## src/nsf_pkg.sv

```systemverilog
// ----------------------------------------------------------------------------
// nsf_pkg
// Shared constants, event codes and the result word type of the sentence
// framer.
// ----------------------------------------------------------------------------
package nsf_pkg;

    localparam int FIELD_BUF = 32;
    localparam int COUNT_W   = 5;

    localparam logic [7:0] CH_DOLLAR = 8'h24;
    localparam logic [7:0] CH_COMMA  = 8'h2C;
    localparam logic [7:0] CH_STAR   = 8'h2A;
    localparam logic [7:0] CH_CR     = 8'h0D;
    localparam logic [7:0] CH_LF     = 8'h0A;
    localparam logic [7:0] CH_SPACE  = 8'h20;
    localparam logic [7:0] CH_TILDE  = 8'h7E;

    localparam logic [3:0] EV_KEPT   = 4'd0;
    localparam logic [3:0] EV_FIELD  = 4'd1;
    localparam logic [3:0] EV_START  = 4'd2;
    localparam logic [3:0] EV_OK     = 4'd3;
    localparam logic [3:0] EV_CR     = 4'd4;
    localparam logic [3:0] EV_PARSE  = 4'd5;
    localparam logic [3:0] EV_CSUM   = 4'd6;
    localparam logic [3:0] EV_FULL   = 4'd7;
    localparam logic [3:0] EV_BINARY = 4'd8;
    localparam logic [3:0] EV_BAUD   = 4'd9;
    localparam logic [3:0] EV_HALTED = 4'd10;

    typedef struct packed {
        logic [3:0]         event_res;
        logic [7:0]         byte_out;
        logic [7:0]         field_number;
        logic [COUNT_W-1:0] field_offset;
        logic               in_checksum;
        logic [7:0]         computed_sum;
        logic [7:0]         received_sum;
    } nsf_result_t;

    // {bad, nibble}
    function automatic logic [4:0] hex_digit(input logic [7:0] b);
        logic [4:0] r;
        begin
            r = 5'h10;
            if (b >= 8'h30 && b <= 8'h39) begin
                r = {1'b0, 4'(b - 8'h30)};
            end else if (b >= 8'h41 && b <= 8'h46) begin
                r = {1'b0, 4'(b - 8'h37)};
            end else if (b >= 8'h61 && b <= 8'h66) begin
                r = {1'b0, 4'(b - 8'h57)};
            end
            return r;
        end
    endfunction

endpackage

```

## src/nmea_sentence_framer.sv

```systemverilog
// ----------------------------------------------------------------------------
// nmea_sentence_framer
// Frames NMEA 0183 sentences from a byte stream and checks the XOR checksum,
// producing one event word per received byte.
// ----------------------------------------------------------------------------
// One byte is taken per clock while s_ready is high, and every byte yields
// exactly one event word. A byte is held in an input register, the framing
// update runs as combinational logic against the sentence context, and the
// event word is held in an output register. A word taken on s_ passes
// through the input register and then the output register before it shows
// on m_. Throughput is one word per cycle while m_ready is high; with
// m_ready low the two registers fill and s_ready drops. The non-printable
// limit (cfg_wr_data, reset 16) should be written only while no word is in
// flight. After a wrong-baud halt every byte reports "halted" until reset.
module nmea_sentence_framer
    import nsf_pkg::*;
(
    input  logic               aclk,
    input  logic               aresetn,
    input  logic               cfg_wr_en,
    input  logic [7:0]         cfg_wr_data,
    input  logic               s_valid,
    output logic               s_ready,
    input  logic [7:0]         s_data_byte,
    output logic               m_valid,
    input  logic               m_ready,
    output logic [3:0]         m_event_res,
    output logic [7:0]         m_byte_out,
    output logic [7:0]         m_field_number,
    output logic [COUNT_W-1:0] m_field_offset,
    output logic               m_in_checksum,
    output logic [7:0]         m_computed_sum,
    output logic [7:0]         m_received_sum
);

    logic [7:0]  binary_limit_reg;
    logic        in_valid_reg, in_valid_next;
    logic [7:0]  in_byte_reg;
    logic        out_valid_reg, out_valid_next;
    nsf_result_t out_reg;
    nsf_result_t step_res;
    logic        advance;
    logic        take;

    // move the held word forward when the output slot is free or draining
    assign advance = in_valid_reg && (!out_valid_reg || m_ready);
    assign s_ready = !in_valid_reg || advance;
    assign take    = s_valid && s_ready;

    assign in_valid_next  = take || (in_valid_reg && !advance);
    assign out_valid_next = advance || (out_valid_reg && !m_ready);

    nsf_step u_step (
        .aclk         (aclk),
        .aresetn      (aresetn),
        .fire         (advance),
        .data_byte    (in_byte_reg),
        .binary_limit (binary_limit_reg),
        .result       (step_res)
    );

    always_ff @(posedge aclk) begin
        if (!aresetn) begin
            binary_limit_reg <= 8'd16;
            in_valid_reg     <= 1'b0;
            out_valid_reg    <= 1'b0;
        end else begin
            if (cfg_wr_en) begin
                binary_limit_reg <= cfg_wr_data;
            end
            in_valid_reg  <= in_valid_next;
            out_valid_reg <= out_valid_next;
        end
    end

    always_ff @(posedge aclk) begin
        if (take) begin
            in_byte_reg <= s_data_byte;
        end
        if (advance) begin
            out_reg <= step_res;
        end
    end

    assign m_valid        = out_valid_reg;
    assign m_event_res    = out_reg.event_res;
    assign m_byte_out     = out_reg.byte_out;
    assign m_field_number = out_reg.field_number;
    assign m_field_offset = out_reg.field_offset;
    assign m_in_checksum  = out_reg.in_checksum;
    assign m_computed_sum = out_reg.computed_sum;
    assign m_received_sum = out_reg.received_sum;

endmodule

```

## src/nsf_step.sv

```systemverilog
// ----------------------------------------------------------------------------
// nsf_step
// Sentence context registers and the per-byte update: classifies the byte,
// advances the framing state and forms the result word.
// ----------------------------------------------------------------------------
module nsf_step
    import nsf_pkg::*;
(
    input  logic        aclk,
    input  logic        aresetn,
    input  logic        fire,
    input  logic [7:0]  data_byte,
    input  logic [7:0]  binary_limit,
    output nsf_result_t result
);

    logic               started_reg, started_next;
    logic               ck_phase_reg, ck_phase_next;
    logic               cr_seen_reg, cr_seen_next;
    logic               halted_reg, halted_next;
    logic [7:0]         field_idx_reg, field_idx_next;
    logic [7:0]         xor_reg, xor_next;
    logic [COUNT_W-1:0] byte_cnt_reg, byte_cnt_next;
    logic [7:0]         bin_cnt_reg, bin_cnt_next;
    logic [7:0]         hex_acc_reg, hex_acc_next;
    logic               hex_bad_reg, hex_bad_next;

    logic               in_body;
    logic [4:0]         hex;
    logic [3:0]         ev;
    logic [COUNT_W-1:0] offs;
    logic               inck;

    assign in_body = started_reg && !ck_phase_reg && !cr_seen_reg;
    assign hex     = hex_digit(data_byte);

    always_comb begin
        started_next   = started_reg;
        ck_phase_next  = ck_phase_reg;
        cr_seen_next   = cr_seen_reg;
        halted_next    = halted_reg;
        field_idx_next = field_idx_reg;
        xor_next       = xor_reg;
        byte_cnt_next  = byte_cnt_reg;
        bin_cnt_next   = bin_cnt_reg;
        hex_acc_next   = hex_acc_reg;
        hex_bad_next   = hex_bad_reg;
        ev             = EV_KEPT;
        offs           = '0;
        inck           = 1'b0;

        priority if (halted_reg) begin
            ev = EV_HALTED;
        end else if (data_byte == CH_DOLLAR) begin
            started_next   = 1'b1;
            ck_phase_next  = 1'b0;
            cr_seen_next   = 1'b0;
            field_idx_next = '0;
            xor_next       = '0;
            bin_cnt_next   = '0;
            byte_cnt_next  = '0;
            hex_acc_next   = '0;
            hex_bad_next   = 1'b0;
            ev             = EV_START;
        end else if (data_byte == CH_COMMA || data_byte == CH_STAR) begin
            if (!in_body) begin
                started_next  = 1'b0;
                ck_phase_next = 1'b0;
                cr_seen_next  = 1'b0;
                ev            = EV_PARSE;
            end else begin
                byte_cnt_next = '0;
                if (data_byte == CH_COMMA) begin
                    xor_next = xor_reg ^ data_byte;
                    if (field_idx_reg != 8'hFF) begin
                        field_idx_next = field_idx_reg + 8'd1;
                    end
                end else begin
                    ck_phase_next = 1'b1;
                    hex_acc_next  = '0;
                    hex_bad_next  = 1'b0;
                end
                ev = EV_FIELD;
            end
        end else if (data_byte == CH_CR) begin
            priority if (cr_seen_reg || !started_reg) begin
                started_next  = 1'b0;
                ck_phase_next = 1'b0;
                cr_seen_next  = 1'b0;
                ev            = EV_PARSE;
            end else if (ck_phase_reg) begin
                priority if (byte_cnt_reg != COUNT_W'(2) || hex_bad_reg) begin
                    started_next  = 1'b0;
                    ck_phase_next = 1'b0;
                    cr_seen_next  = 1'b0;
                    ev            = EV_PARSE;
                end else if (hex_acc_reg != xor_reg) begin
                    started_next  = 1'b0;
                    ck_phase_next = 1'b0;
                    cr_seen_next  = 1'b0;
                    ev            = EV_CSUM;
                end else begin
                    cr_seen_next = 1'b1;
                    ev           = EV_CR;
                end
            end else begin
                cr_seen_next = 1'b1;
                ev           = EV_CR;
            end
        end else if (data_byte == CH_LF) begin
            started_next  = 1'b0;
            ck_phase_next = 1'b0;
            cr_seen_next  = 1'b0;
            ev            = (started_reg && cr_seen_reg) ? EV_OK : EV_PARSE;
        end else if (data_byte < CH_SPACE || data_byte > CH_TILDE) begin
            if (bin_cnt_reg != 8'hFF) begin
                bin_cnt_next = bin_cnt_reg + 8'd1;
            end
            started_next  = 1'b0;
            ck_phase_next = 1'b0;
            cr_seen_next  = 1'b0;
            if (bin_cnt_next > binary_limit) begin
                halted_next = 1'b1;
                ev          = EV_BAUD;
            end else begin
                ev = EV_BINARY;
            end
        end else if (!started_reg) begin
            started_next  = 1'b0;
            ck_phase_next = 1'b0;
            cr_seen_next  = 1'b0;
            ev            = EV_PARSE;
        end else if (byte_cnt_reg >= COUNT_W'(FIELD_BUF - 1)) begin
            ev = EV_FULL;
        end else begin
            if (in_body) begin
                xor_next = xor_reg ^ data_byte;
            end else if (ck_phase_reg && !cr_seen_reg) begin
                if (hex[4]) begin
                    hex_bad_next = 1'b1;
                end else begin
                    hex_acc_next = {hex_acc_reg[3:0], hex[3:0]};
                end
            end
            offs          = byte_cnt_reg;
            inck          = ck_phase_reg;
            byte_cnt_next = byte_cnt_reg + COUNT_W'(1);
            ev            = EV_KEPT;
        end
    end

    always_ff @(posedge aclk) begin
        if (!aresetn) begin
            started_reg   <= 1'b0;
            ck_phase_reg  <= 1'b0;
            cr_seen_reg   <= 1'b0;
            halted_reg    <= 1'b0;
            field_idx_reg <= '0;
            xor_reg       <= '0;
            byte_cnt_reg  <= '0;
            bin_cnt_reg   <= '0;
            hex_acc_reg   <= '0;
            hex_bad_reg   <= 1'b0;
        end else if (fire) begin
            started_reg   <= started_next;
            ck_phase_reg  <= ck_phase_next;
            cr_seen_reg   <= cr_seen_next;
            halted_reg    <= halted_next;
            field_idx_reg <= field_idx_next;
            xor_reg       <= xor_next;
            byte_cnt_reg  <= byte_cnt_next;
            bin_cnt_reg   <= bin_cnt_next;
            hex_acc_reg   <= hex_acc_next;
            hex_bad_reg   <= hex_bad_next;
        end
    end

    assign result.event_res    = ev;
    assign result.byte_out     = data_byte;
    assign result.field_number = field_idx_next;
    assign result.field_offset = offs;
    assign result.in_checksum  = inck;
    assign result.computed_sum = xor_next;
    assign result.received_sum = hex_acc_next;

endmodule

```

## config.mk

```make
export PLATFORM = sky130hd
export DESIGN_NAME = nmea_sentence_framer
export DESIGN_NICKNAME = d
export VERILOG_FILES = /design/src/nsf_pkg.sv /design/src/nmea_sentence_framer.sv /design/src/nsf_step.sv
export SDC_FILE = /design/constraint.sdc
export NUM_CORES = 1
export LEC_CHECK = 0
export ABC_AREA = 0
export ABC_CLOCK_PERIOD_IN_PS = 8550
export BUFFER_PORTS_ARGS = -buffer_cell sky130_fd_sc_hd__buf_4
export CORE_MARGIN = 4
export CORE_UTILIZATION = 45
export DETAILED_ROUTE_END_ITERATION = 12
export GPL_ROUTABILITY_DRIVEN = 0
export MAX_ROUTING_LAYER = met4
export PLACE_DENSITY_LB_ADDON = 0.08
export SYNTH_ARGS = -nofsm -noshare
export SYNTH_HDL_FRONTEND = slang
export SYNTH_SLANG_ARGS = --single-unit
```

## constraint.sdc

```tcl
create_clock -name aclk -period 8.55 [get_ports aclk]
set_clock_uncertainty 0.1 [all_clocks]
set_input_delay 1.2825 -clock aclk [delete_from_list [all_inputs] [get_ports aclk]]
set_output_delay 1.2825 -clock aclk [all_outputs]
set_load 0.02 [all_outputs]
```

---- After elaboration in Yosys (flattened, before gate mapping) ----
Index checks and enable logic that the tools add are counted.
operators by class
  $add $sub $neg .......................... 6
  magnitude comparators ................... 10
  equal/unequal tests ..................... 24
  muxes and demuxes ....................... 114
  bitwise gates (word level) .............. 3
  reduce and logical (&&, ||, !) cells .... 38
operators by type and width
  operator                                                     number
  2-to-1 mux 8 bit                                             42
  2-to-1 mux 5 bit                                             11
  2-to-1 mux 1 bit                                             48
  2-to-1 mux 4 bit                                             9
  == test 8 x 6 -> 1 bit (second input constant)               3
  adder 8 x 1 -> 8 bit (second input constant)                 2
  == test 8 x 4 -> 1 bit (second input constant)               2
  >= comparator 8 x 7 -> 1 bit (second input constant)         2
  <= comparator 8 x 7 -> 1 bit (second input constant)         2
  != test 8 bit (second input constant)                        2
  != test 3 x 1 -> 1 bit (second input constant)               5
  AND reduction 12 bit                                         1
  logical AND 1 bit                                            11
  != test 5 x 2 -> 1 bit (second input constant)               2
  2-to-1 mux 3 bit                                             3
  nonzero test 3 bit                                           3
  >= comparator 8 x 6 -> 1 bit (second input constant)         1
  > comparator 8 x 7 -> 1 bit (second input constant)          1
  > comparator 8 bit                                           1
  <= comparator 8 x 6 -> 1 bit (second input constant)         1
  logical OR 1 bit                                             8
  less-than comparator 8 x 6 -> 1 bit (second input constant)  1
  != test 8 bit                                                1
  AND reduction 4 bit                                          2
  other kinds (20)                                             31
word-level totals
  register bits after elaboration ......... 102
  bits of input ports ..................... 21
  output and inout bits ................... 44
  word-level logic and storage cells ...... 217

---- Logic depth before layout (Yosys ltp) ----
  depth after elaboration ................. 16
  depth in mapped cells ................... 12
  gate-level depth less buffers ........... 12

---- By module ----
A second synthesis with hierarchy kept.
second synthesis, totals
  cell total of the unflattened synthesis .. 555
  area, all modules ....................... 5,505.3 um^2
by module, submodules not included
  module                instances  cells each  area an instance (um^2)  seq. area each (um^2)
  nsf_step              1          471         3,621.0                  840.8
  nmea_sentence_framer  1          84          1,884.3                  1,701.6

---- Worst setup path after synthesis ----
Ideal clock, no wire load.
  path kind ............................... input port to flip-flop
  start ................................... in m_ready
  end ..................................... reg u_step.field_idx_reg[2]
  library setup time ...................... 0.070 ns
  data arrival time ....................... 3.245 ns
  required time ........................... 8.380 ns
  setup slack ............................. 5.135 ns
  cell stages on the path ................. 6
  path buffers ............................ 0
  path through ............................ nand2b_1 -> nand2_1 -> inv_1 -> o21ai_0 -> or3_1 -> a21oi_1
between the ends
  word-level cells in the longest chain between the ends .. 2
ends and longest elaborated chain
  element                 line                        RTL
  start: declaration      nmea_sentence_framer.sv:26  input logic m_ready,
  logical OR 1 bit        nmea_sentence_framer.sv:46  assign advance = in_valid_reg && (!out_valid_reg || m_ready);
  logical AND 1 bit       nmea_sentence_framer.sv:46
  named net advance       nmea_sentence_framer.sv:42  logic advance;
  end signal: assignment  nsf_step.sv:169             field_idx_reg <= field_idx_next;
  end: declaration        nsf_step.sv:21              logic [7:0] field_idx_reg, field_idx_next;
The timed path passes the listed nets, and every way through them passes these cells.
A chain may end at the register's enable or synchronous reset.

==> impl_metrics.json <==
{
  "clk_pin_slew_worst_paths_ps": 60,
  "drt_iter0_markers": 343,
  "io_buffers": 64,
  "grt_overflow_total": 0,
  "async_reset_ff_share_pct": 0,
  "numCtsBuffers": 9,
  "wl_per_cell_microns": 17.0,
  "ys_ff_latch": 102,
  "crit_path_start_kind": "flop",
  "hold_path_class": "reg2reg",
  "n_antenna_cell": 0,
  "setup_viol": 0,
  "ant_nets": 0,
  "start_util_pct": 46.9,
  "peakVddDrop_v": 0.000107,
  "postCtsSetupBuffers": 0,
  "yosysUniqueCellTypes": 79,
  "die_y_microns": 118,
  "finalPower_mw": 1.03,
  "finalSetupTns_ps": 0,
  "first_global_vias": 4098,
  "reg2reg_slack_ps": 5120,
  "reg2regPathDepth": 8,
  "crit_start": "in_byte_reg[0]",
  "postCtsHoldBufs": 0,
  "drv_cap": 0,
  "grt_max_degree": 39,
  "holdPathStages": 2,
  "num_rows": 39,
  "rsz0062_at_grt": "false",
  "synth_flop_cell": "dfxtp_1",
  "hold_start": "u_step.xor_reg[7]",
  "drc": 0,
  "cp_cell_sequence": "inv_1 -> ha_1 -> and2_1 -> o211ai_2 -> nor4b_4 -> or2_1 -> nand2_1 -> a31o_2",
  "p_clk_share_pct": 36.0,
  "hold_viol_final": 0,
  "wirelength_microns": 12900,
  "area_growth_pct": 15.5,
  "final_common_cell": "buf_4",
  "crit_path_end_kind": "flop",
  "post-route-period-util_pct": 40.2,
  "critical_path_required_ps": 8550,
  "maxSlewViolCount": 0,
  "clkSinkCount": 102,
  "cts_tree": "built",
  "finish.utilization_pct": 54.2,
  "cts_resized": 0,
  "syn_inst": 556,
  "coreArea_sq_um": 11600,
  "power_leakage_nw": 2.32,
  "tightest_slew_ps": 917,
  "relSlewSlack_pct": 38.8,
  "antenna_found_initial": 0,
  "ys_warn_count": 0,
  "pin_count": 65,
  "vias": 4455,
  "seq_power_share_pct": 53.4,
  "internal-power_mw": 0.777,
  "swShare_pct": 24.7,
  "hpwl_microns": 9300,
  "r2r-end": "m_computed_sum[0]",
  "synth_seq_area_share_pct": 46.7,
  "vias_per_cell": 5.87,
  "r2r_start": "in_byte_reg[0]",
  "fin_nets": 651,
  "final_cell_mix": "buf_4 (68), dfxtp_1 (52), edfxtp_1 (50)",
  "cp_top_family": "simple AND/OR/NAND/NOR gates",
  "cp_num_buf_inv": 1,
  "clkLatencyLatePin_ps": 350,
  "critical_path_class": "reg2reg",
  "fmax_mhz": 291,
  "fp.dieArea_sq_um": 13900,
  "drtPass1Iterations": 5,
  "grtUsageTotal_pct": 19.4,
  "cp_max_fo": 14,
  "status": "finished, final reports clean",
  "die_x_microns": 118,
  "synth-edff-count": 50,
  "combPwrFrac_pct": 10.5,
  "worstHoldEndpoint": "u_step.xor_reg[7]",
  "root_buffer": "clkbuf_16",
  "syn_area_sq_um": 5440,
  "period_minus_slack_ps": 3430,
  "switching_power_mw": 0.254,
  "max-clock-path-buffers": 2,
  "arrival_ps": 3440,
  "grt_pass1_wl_microns": 21100,
  "max_stage_delay_ps": 660,
  "slowest_stage": "edfxtp_1",
  "power_density_nw_per_um2": 164,
  "h-tree-depth": 3,
  "syn_nets": 595,
  "avgSynthCellArea_sq_um": 9.79,
  "drive_gt1_share_pct": 16.6
}
[cells in the mapped netlist (6+ instances only)]
library cell	n	area share, %
a21oi_1	45	4.1
a22o_1	9	1.4
a31oi_1	9	1.0
and2_1	13	1.5
buf_2	7	0.64
clkbuf_1	12	0.83
dfxtp_1	52	19
edfxtp_1	50	28
ha_1	18	4.1
inv_1	19	1.3
mux2i_1	10	1.8
nand2_1	45	3.1
nand2b_1	7	0.80
nand3_1	23	2.1
nand4_1	7	0.80
nor2_1	48	3.3
nor3_1	11	1.0
o21a_1	8	1.1
o21ai_0	29	2.7
o22ai_1	6	0.69
o2bb2ai_1	7	1.1
or3_1	11	1.3
xnor2_1	11	1.8
[through the flow]
| step | std cells | hold WS [ps] | cell area, sq um | setup slack, ps |
|---|---|---|---|---|
| after CTS | 759 | 389 | 6290 | 5200 |
| after global routing | 759 | 415 | 6290 | 4940 |
| after detailed placement | 744 | 381 | 6030 | 4940 |
| after floorplan | 556 | 321 | 5440 | 5140 |
| final | 759 | 385 | 6290 | 5120 |
| after global placement | 744 | 374 | 6030 | 4990 |
[cells by family after synthesis]
kind of cell	Yosys count	synth area share, %
compound gates	162	20.5
xor+xnor	16	2.57
fa+ha+maj	18	4.14
buf+inv	43	3.26
flops	102	46.7
mux	12	2.25
simple gates	203	20.5
[worst max-delay path by stage]
stage | end | slack, ps | cells past startpoint
after global placement | u_step.hex_acc_reg[5] | 4990 | 5
after detailed placement | u_step.hex_acc_reg[7] | 4940 | 5
after global routing | m_computed_sum[0] | 4940 | 8
after floorplan | u_step.field_idx_reg[2] | 5140 | 6
final | m_computed_sum[0] | 5120 | 8
after CTS | m_computed_sum[0] | 5200 | 8
[cell type report]
class                           count  area (sq um)
Clock buffer                       12           246
Clock inverter                      3          12.5
Fill cell                        1102          5320
Inverter                           20          75.1
Multi-Input combinational cell    411          2720
Sequential cell                   102          2540
Tap cell                          143           179
Timing Repair Buffer               68           510
[worst reg2reg max path: stages (launching register included)]
cell and delay (ps):
edfxtp_1 660, inv_1 180, ha_1 280, and2_1 200, o211ai_2 530, nor4b_4 580, or2_1 320, nand2_1 90
a31o_2 260
[power by group through the flow]
stage               Clock, mW  Sequential [mW]  Combinational (mW)
CTS                     0.384            0.551               0.109
floorplan                   0            0.565              0.0633
detailed placement          0            0.562               0.109
global placement            0            0.561               0.107
global route            0.405            0.554               0.119
finish                  0.372            0.551               0.109
[routing by layer]
metal | GRT usage, % | up-vias | share of wire [%]
li1 | - | 2195 | -
met2 | 29.5 | 106 | 46
met1 | 25.7 | 2137 | 47
met5 | - | - | 0
met4 | 8.50 | 0 | 1.9
met3 | 3.32 | 17 | 4.8
No activity file was read; power rests on OpenSTA's default activity.
